<file path="src/sv/ccim_pkg.sv">
`timescale 1ns / 1ps
// ----------------------------------------------------------------------------
// ccim_pkg
// Shared widths, register indexes, geometry state codes and bundled types.
// ----------------------------------------------------------------------------
package ccim_pkg;

  localparam int DW      = 32;
  localparam int CFG_IW  = 2;
  localparam int CNT_W   = $clog2(DW + 1);

  localparam logic [CFG_IW-1:0] REG_TOTAL_COUNT  = 2'd0;
  localparam logic [CFG_IW-1:0] REG_WORKER_COUNT = 2'd1;
  localparam logic [CFG_IW-1:0] REG_POLICY_MODE  = 2'd2;

  localparam logic MODE_CHUNKED = 1'b0;
  localparam logic MODE_CYCLIC  = 1'b1;

  typedef enum logic [2:0] {
    G_START,
    G_DIV1,
    G_LEN,
    G_DIV2,
    G_MUL,
    G_DIV3,
    G_DONE
  } geom_state_t;

  // distribution geometry, fixed between configuration writes
  typedef struct packed {
    logic          ready;
    logic [DW-1:0] len;
    logic [DW-1:0] num;
    logic [DW-1:0] last;
    logic [DW:0]   first;   // last * num, may pass 2^32
    logic [DW-1:0] fm;      // first mod (num - 1)
  } geom_t;

  // item sideband carried alongside the divider
  typedef struct packed {
    logic [DW-1:0] idx;
    logic          oor;
    logic          cyc;
    logic          hi;
  } side_t;

endpackage

</file>
<file path="src/sv/ccim_seq_div.sv">
`timescale 1ns / 1ps
// ----------------------------------------------------------------------------
// ccim_seq_div
// Radix-2 restoring divider, one quotient bit per cycle, for geometry setup.
// ----------------------------------------------------------------------------
module ccim_seq_div (
  input  logic                      clk,
  input  logic                      rst,
  input  logic                      start,
  input  logic [ccim_pkg::DW-1:0]   dividend,
  input  logic [ccim_pkg::DW-1:0]   divisor,
  output logic                      done,
  output logic [ccim_pkg::DW-1:0]   quotient,
  output logic [ccim_pkg::DW-1:0]   remainder
);

  logic                        busy;
  logic [ccim_pkg::CNT_W-1:0]  cnt;
  logic [ccim_pkg::DW-1:0]     rem;
  logic [ccim_pkg::DW-1:0]     quo;
  logic [ccim_pkg::DW-1:0]     dvs;
  logic [ccim_pkg::DW:0]       trial;
  logic                        ge;

  assign trial = {rem, quo[ccim_pkg::DW-1]};
  assign ge    = trial >= {1'b0, dvs};

  always_ff @(posedge clk) begin
    if (rst) begin
      busy <= 1'b0;
      done <= 1'b0;
      cnt  <= '0;
    end else begin
      done <= 1'b0;
      if (start) begin
        busy <= 1'b1;
        cnt  <= ccim_pkg::CNT_W'(ccim_pkg::DW);
      end else if (busy) begin
        cnt <= cnt - 1'b1;
        if (cnt == ccim_pkg::CNT_W'(1)) begin
          busy <= 1'b0;
          done <= 1'b1;
        end
      end
    end
  end

  always_ff @(posedge clk) begin
    if (start) begin
      rem <= '0;
      quo <= dividend;
      dvs <= divisor;
    end else if (busy) begin
      rem <= ge ? ccim_pkg::DW'(trial - {1'b0, dvs}) : trial[ccim_pkg::DW-1:0];
      quo <= {quo[ccim_pkg::DW-2:0], ge};
    end
  end

  assign quotient  = quo;
  assign remainder = rem;

endmodule

</file>
<file path="src/sv/ccim_geometry.sv">
`timescale 1ns / 1ps
// ----------------------------------------------------------------------------
// ccim_geometry
// Works out chunk length, chunk count, last chunk length and helper terms
// after reset and after every register write, using one serial divider.
// ----------------------------------------------------------------------------
module ccim_geometry #(
  parameter int MAX_CHUNK = 16384
) (
  input  logic                      clk,
  input  logic                      rst,
  input  logic                      restart,
  input  logic [ccim_pkg::DW-1:0]   total,    // already masked to index width
  input  logic [10:0]               workers,
  output ccim_pkg::geom_t           geom
);

  ccim_pkg::geom_state_t state, state_next;

  logic                     div_start;
  logic [ccim_pkg::DW-1:0]  div_a;
  logic [ccim_pkg::DW-1:0]  div_b;
  logic                     div_done;
  logic [ccim_pkg::DW-1:0]  div_q;
  logic [ccim_pkg::DW-1:0]  div_r;
  logic [ccim_pkg::DW-1:0]  workers_eff;
  logic [ccim_pkg::DW-1:0]  len;
  logic [ccim_pkg::DW-1:0]  num;
  logic [ccim_pkg::DW-1:0]  last;
  logic [ccim_pkg::DW:0]    first;
  logic [ccim_pkg::DW-1:0]  fm;
  logic [2*ccim_pkg::DW-1:0] prod;

  assign workers_eff = (workers == 11'd0) ? ccim_pkg::DW'(1) : ccim_pkg::DW'(workers);
  assign prod        = last * num;

  ccim_seq_div u_div (
    .clk       (clk),
    .rst       (rst),
    .start     (div_start),
    .dividend  (div_a),
    .divisor   (div_b),
    .done      (div_done),
    .quotient  (div_q),
    .remainder (div_r)
  );

  always_ff @(posedge clk) begin
    if (rst) begin
      state <= ccim_pkg::G_START;
    end else begin
      state <= state_next;
    end
  end

  always_comb begin
    state_next = state;
    div_start  = 1'b0;
    div_a      = total;
    div_b      = workers_eff;
    case (state)
      ccim_pkg::G_START: begin
        if (total != '0) begin
          div_start  = 1'b1;
          state_next = ccim_pkg::G_DIV1;
        end else begin
          state_next = ccim_pkg::G_DONE;
        end
      end
      ccim_pkg::G_DIV1: begin
        if (div_done) state_next = ccim_pkg::G_LEN;
      end
      ccim_pkg::G_LEN: begin
        div_start  = 1'b1;
        div_b      = len;
        state_next = ccim_pkg::G_DIV2;
      end
      ccim_pkg::G_DIV2: begin
        if (div_done) state_next = ccim_pkg::G_MUL;
      end
      ccim_pkg::G_MUL: begin
        // first mod (num - 1) equals last mod (num - 1)
        if (num > ccim_pkg::DW'(1)) begin
          div_start  = 1'b1;
          div_a      = last;
          div_b      = num - 1'b1;
          state_next = ccim_pkg::G_DIV3;
        end else begin
          state_next = ccim_pkg::G_DONE;
        end
      end
      ccim_pkg::G_DIV3: begin
        if (div_done) state_next = ccim_pkg::G_DONE;
      end
      ccim_pkg::G_DONE: state_next = ccim_pkg::G_DONE;
      default:          state_next = ccim_pkg::G_START;
    endcase
    if (restart) begin
      state_next = ccim_pkg::G_START;
      div_start  = 1'b0;
    end
  end

  always_ff @(posedge clk) begin
    case (state)
      ccim_pkg::G_START: begin
        len   <= ccim_pkg::DW'(1);
        num   <= ccim_pkg::DW'(1);
        last  <= ccim_pkg::DW'(1);
        first <= (ccim_pkg::DW+1)'(1);
        fm    <= '0;
      end
      ccim_pkg::G_DIV1: begin
        if (div_done) begin
          if (div_q > ccim_pkg::DW'(MAX_CHUNK)) len <= ccim_pkg::DW'(MAX_CHUNK);
          else len <= div_q + ccim_pkg::DW'(div_r != '0);
        end
      end
      ccim_pkg::G_DIV2: begin
        if (div_done) begin
          num  <= div_q + ccim_pkg::DW'(div_r != '0);
          last <= (div_r == '0) ? len : div_r;
        end
      end
      ccim_pkg::G_MUL: begin
        first <= prod[ccim_pkg::DW:0];
        fm    <= '0;
      end
      ccim_pkg::G_DIV3: begin
        if (div_done) fm <= div_r;
      end
      default: begin
        len <= len;
      end
    endcase
  end

  assign geom.ready = (state == ccim_pkg::G_DONE) && !restart;
  assign geom.len   = len;
  assign geom.num   = num;
  assign geom.last  = last;
  assign geom.first = first;
  assign geom.fm    = fm;

endmodule

</file>
<file path="config.mk">
export PLATFORM = sky130hd
export DESIGN_NAME = ccim_geometry
export DESIGN_NICKNAME = d
export VERILOG_FILES = /design/src/sv/ccim_pkg.sv /design/src/sv/ccim_seq_div.sv /design/src/sv/ccim_geometry.sv
export SDC_FILE = /design/constraint.sdc
export NUM_CORES = 2
export LEC_CHECK = 0
export BUFFER_PORTS_ARGS = -buffer_cell sky130_fd_sc_hd__buf_2
export CAP_MARGIN = 25
export CORE_MARGIN = 5
export CORE_UTILIZATION = 55
export CTS_BUF_LIST = sky130_fd_sc_hd__clkbuf_8
export CTS_CLUSTER_DIAMETER = 40
export DETAILED_ROUTE_END_ITERATION = 12
export PLACE_DENSITY = 0.85
export SYNTH_ARGS = -nofsm -noshare
export SYNTH_HDL_FRONTEND = slang
export SYNTH_SLANG_ARGS = --single-unit
</file>
<file path="constraint.sdc">
create_clock -name clk -period 6.79 [get_ports clk]
set_clock_uncertainty 0.15 [all_clocks]
set_input_delay 1.358 -clock clk [delete_from_list [all_inputs] [get_ports clk]]
set_output_delay 1.358 -clock clk [all_outputs]
set_load 0.02 [all_outputs]
</file>
* Word-level counts from Yosys, hierarchy flattened *
Cells that the tools add are included.

operators by class
  add/subtract/negate cells = 4
  $mul = 1
  div/mod/pow operators = 0
  order comparisons = 3
  equal/unequal tests = 10
  shift-type cells = 0
  muxes and demuxes = 35
  bitwise logic cells = 1
  reduce and logical (&&, ||, !) cells = 20

operators by type and width
  operator                 number
  $mux W32                 12
  $pmux W32 S2             5
  $pmux W33 S2             1
  $reduce_bool A32 Y1      2
  $ge A33 B32 Y1           1
  $mul A32 B32 Y33         1
  $add A32 B1 Y32          1
  $gt A32 B1 Y1 const B    1
  $gt A32 B15 Y1 const B   1
  $logic_not A32 Y1        1
  $sub A32 B1 Y32 const B  1
  $sub A32 B32 Y32         1
  $pmux W3 S7              1
  $mux W3                  4
  $mux W6                  2
  $logic_not A11 Y1        1
  $mux W11                 1
  $reduce_bool A2 Y1       5
  $eq A3 B3 Y1 const B     3
  $mux W1                  7
  $eq A3 B2 Y1 const B     2
  $eq A6 B1 Y1 const B     1
  $ne A2 B1 Y1 const B     3
  $reduce_and A2 Y1        3
  11 further kinds         13

word-level totals
  register bits = 268
  bits in latches = 0
  bits in writable memories = 0
  ROM bits = 0
  bits of input ports = 46
  output and inout bits = 162
  word-level logic and storage cells = 87
  memories = 0

* Logic depth before layout (Yosys ltp) *
  depth in word-level cells = 5
  depth in mapped cells = 27
  mapped depth without buffers = 25

* Modules after synthesis *
A second synthesis with hierarchy kept.

second synthesis, totals
  cell total of the unflattened synthesis = 3,180
  area, all modules = 30,910.9 µm²

modules (own cells, without submodules)
  module         times used  cells each  area an instance (µm²)  sequential area each (µm²)
  ccim_geometry  1           2,623       24,953.9                4,894.7
  ccim_seq_div   1           557         5,957.0                 2,722.6

* Worst setup path before layout *
Ideal clock, no wire load.

  path type = register to register
  start = register num[5] (netlist bit)
  end = register first[30] (netlist bit) (data pin)
  library setup time = 0.266 ns
  arrival time = 6.859 ns
  required time = 6.374 ns
  path slack = -0.485 ns
  cell stages (with the launch flop) = 26
  path buffers = 2
  clock period less this slack = 7.275 ns
  cell sequence = edfxtp_1 clkbuf_1 clkbuf_1 and2_1 fa_1 fa_1 fa_1 inv_1 fa_1 inv_1 fa_1 inv_1 fa_1 inv_1 fa_1 fa_1 ha_1 a21o_1 nand4_1 o211ai_1 a31o_2 a41o_1 a211o_1 a21oi_1 xor2_1 nor2_1

between the ends
  cells in the longest elaborated chain, start to end = 2

RTL lines
  element                 line                  source
  start, declared         ccim_geometry.sv:28   logic [ccim_pkg::DW-1:0] num;
  start signal, assigned  ccim_geometry.sv:108  num <= ccim_pkg::DW'(1);
  start signal, assigned  ccim_geometry.sv:121  num <= div_q + ccim_pkg::DW'(div_r != '0);
  $mul A32 B32 Y33        ccim_geometry.sv:35   assign prod = last * num;
  $pmux W33 S2            ccim_geometry.sv:105  case (state)
  end signal, assigned    ccim_geometry.sv:110  first <= (ccim_pkg::DW+1)'(1);
  end signal, assigned    ccim_geometry.sv:126  first <= prod[ccim_pkg::DW:0];
  end, declared           ccim_geometry.sv:30   logic [ccim_pkg::DW:0] first;

No other way between the ends.
A chain may end at the register's enable or synchronous reset.

* Worst setup path in the final report *
  start = register last[12] (netlist bit)
  end = register first[28] (netlist bit) (data pin)

between the ends
  cells in the longest elaborated chain, start to end = 2

RTL lines
  element                 line                  source
  start, declared         ccim_geometry.sv:29   logic [ccim_pkg::DW-1:0] last;
  start signal, assigned  ccim_geometry.sv:109  last <= ccim_pkg::DW'(1);
  start signal, assigned  ccim_geometry.sv:122  last <= (div_r == '0) ? len : div_r;
  $mul A32 B32 Y33        ccim_geometry.sv:35
  $pmux W33 S2            ccim_geometry.sv:105

No other way between the ends.

==> qor.txt <==
Nets: 4,254
Area of the multi-input gates: 21,060 um2
Die area: 60,430 um2
Fin cells: 4,390
Clock transition at path regs: 0.07 ns
Ys async rst share: 0%
Total GRT Usage: 30.53%
RSZ-0062 raised after global routing: yes
Clk pwr share: 22.1%
Fin crit share: 103.7%
Worst slew pin tran: 0.9119 ns
Kind of critical path: flip-flop to flip-flop
Inst Count DP: 4,280
Switching share of power: 39.19%
Worst Setup SP: last[12]
Critical path capture point type: flip-flop
Main flop type after synthesis: edfxtp_1
Num rows: 86
Antenna-violating nets left: 0
Register area share after synthesis: 24.90%
Min-Delay Path Class: flip-flop to flip-flop
Maximum vdd drop: 0.2256 mV
Fill cell count: 4,034
CTS max path bufs: 3
Post-DP HPWL: 70,540 um
Die width: 245.8 um
Vias in the first global route: 26,980
Worst r2r src: last[12]
Slew headroom: 39.01%
Mapped Area: 30,590 um2
#FFs+latches synth: 268
Failing checks: setup timing
Core area: 55,090 um2
CP max FO: 5
Grt ovf: 0
Post-synth EDFFs: 225
DR pass1 iterations: 8
Worst EP required: 7.03 ns
Via density per instance: 5.872
Final WS setup: -0.2498 ns
Hold path startpoint: u_div.cnt[1]
Sink Count: 268
Worst EP arrival: 7.28 ns
Register Area: 7619 um2
Internal cell power: 4427 uW
H-tree levels: 2
Switch Pwr: 2853 uW
Fmax: 0.1421 GHz
Root Driver: clkbuf_8
Synth cell types: 69
Initial antenna violation count: 0
Starting Density: 55.52%
Share of layout cells above drive strength 1: 17.98%
Largest net degree at the start of global routing: 132
RePlAce Congestion: 1.013
Slew Viols, Final: 0
Wirelength per Cell: 21.37 um
Fin crit period: 7.040 ns
Final setup vio count: 13
Num CTS Buffers: 50
Die H: 245.8 um
Avg Inst Size Synth: 9.435 um2
Area grow syn2layout: 17.61%
Status: complete, but fails checks
# DRC: 0
Ys Warns: 0
Sequential power share: 28.0%
Ant. Diodes: 0
CTS tree: yes
DR vias: 25,780
I/O Buffers: 207
Synth Instances: 3,242
Later-pin clock latency in the skew report: 0.68 ns
Io pins: 208
Leak: 0.01653 uW
Max-Cap Viols: 0
Startpoint types: flip-flop
First-pass GRT wire length: 145,400 um
Final WL: 93,820 um
Initial DRC Count: 2,953
Finished Core Util: 65.30%
PD cells: 202.4 nW/um2
Combinational Power Share: 49.9%
Final Hold Viols: 0
[placed cells by master, fill, tap and decap left out, types with 8 or more instances in the layout]
master,n
inv_1,527
nand4_1,20
conb_1,17
nor2_1,214
a31oi_1,37
and2_4,10
o21ai_0,39
buf_6,12
a21oi_1,91
buf_4,232
nand3_1,29
clkbuf_8,53
a21o_1,21
nand2_1,375
o21ai_1,20
mux2i_1,20
xnor2_1,107
edfxtp_1,225
o21a_1,8
nor3_1,33
and3_1,50
buf_12,25
buf_2,207
ha_4,24
fa_2,20
o21bai_1,8
or3_1,12
ha_1,138
nand2b_1,10
dfxtp_1,42
and2_1,318
nor4_1,30
o211ai_1,12
fa_1,419
xor2_1,55
nor2b_1,9
a211oi_1,34
[cells in the mapped netlist, types with 7 or more instances]
cell type	instances	share of area [%]
nand2b_1	10	0.20
or3_1	12	0.25
nand4_1	20	0.41
clkbuf_1	169	2.1
xor2_1	56	1.6
nand2_1	375	4.6
and2_1	328	6.7
mux2i_1	20	0.65
ha_1	162	6.6
o211ai_1	12	0.29
o21ai_0	45	0.74
edfxtp_1	225	22
and3_1	50	1.0
nor3_1	38	0.62
nor4_1	30	0.61
a221o_1	7	0.23
fa_1	439	29
a21oi_1	101	1.7
dfxtp_1	43	2.8
buf_2	8	0.13
a211oi_1	37	0.91
o21ai_1	18	0.29
nor2b_1	9	0.18
o21bai_1	8	0.20
xnor2_1	109	3.1
o21a_1	8	0.20
inv_1	513	6.3
nor2_1	218	2.7
a31oi_1	38	0.78
nand3_1	29	0.47
a21o_1	21	0.52
[routing by layer]
layer	vias to the layer above	track usage [%]	routed length, um
met5	-	0	0
met3	476	6.152	10250
li1	11040	-	-
met2	1778	49.80	44030
met4	0	18.51	7246
met1	12490	37.61	32290
[repair_timing]
item | 4_1_cts | 5_1_grt
setup endpoints to repair | 13 | 17
setup buffers | 16 | 5
hold buffers | 0 | 0
gates resized for setup | 41 | 51
pin swaps | 23 | 18
cloned | 1 | 0
[cell type report]
class / instances / area share, %
clock buffer: 53 / 2.028
clock inverter: 34 / 0.7200
inverter: 513 / 5.353
multi-input combinational: 2297 / 58.55
sequential: 268 / 21.18
tap: 748 / 2.602
timing repair buffer: 477 / 9.565
[stage by stage]
| stage | setup TNS, ns | cell area (um2) | setup WS, ns | hold slack (ns) | power, uW |
|---|---|---|---|---|---|
| final | -1.638 | 35970 | -0.2498 | 0.3434 | 7279 |
| after global routing | -4.626 | 35970 | -0.4866 | 0.4154 | 7732 |
| after CTS | -0.9586 | 35610 | -0.1913 | 0.3454 | 7041 |
| after detailed placement | -2.775 | 34270 | -0.3595 | 0.3365 | 5308 |
| after global placement | -1.553 | 34270 | -0.2718 | 0.3331 | 5190 |
| after floorplan | -0.4139 | 30980 | -0.1983 | 0.3036 | 4224 |
[power groups by stage]
stage	Sequential (uW)	Clock [uW]	Combinational (uW)
floorplan	2070	0	2160
global placement	2060	0	3130
detailed placement	2070	0	3240
CTS	2030	1610	3400
global route	2050	1700	3990
finish	2040	1610	3630
[worst paths after layout]
kind                                endpoint  slack [ns]  cells past startpoint
worst min-delay path            u_div.cnt[1]        0.34                      2
worst max register to register     first[28]       -0.25                     24
worst max-delay path               first[28]       -0.25                     24
worst min register to register  u_div.cnt[1]        0.34                      2
[sequential cells by signal, indices dropped and copies added, names as in the netlist]
signal	flops
first	33
fm	32
last	32
len	32
num	32
state	3
u_div.busy	1
u_div.cnt	6
u_div.done	1
u_div.dvs	32
u_div.quotient	32
u_div.remainder	32
[cells by family (layout without fill, tap and decap cells)]
group           after synthesis  in the layout  share of synthesized area (%)
xor+xnor                    165            165                          4.725
fa+ha+maj                   601            601                          35.36
mux                          20             20                         0.6545
compound gates              345            345                          7.220
buf+inv                     693           1077                          8.562
other cells                   1             17                        0.01226
simple gates               1149           1149                          18.56
flops                       268            268                          24.90
[worst max-delay path, stage by stage (launching register included)]
cell and delay, ns:
edfxtp_1 0.47, buf_6 0.17, and2_4 0.13, fa_1 0.53, fa_1 0.43, fa_1 0.51
inv_2 0.04, fa_1 0.52, inv_1 0.05, fa_1 0.48, inv_1 0.05, fa_1 0.49
inv_2 0.04, fa_2 0.54, fa_2 0.44, ha_4 0.18, a21o_1 0.18, nand4_1 0.08
o211ai_1 0.11, a31o_2 0.23, a41o_4 0.26, buf_6 0.12, a21o_1 0.15, a211o_1 0.24
and3_1 0.13
Power figures use the tool's default switching activity.
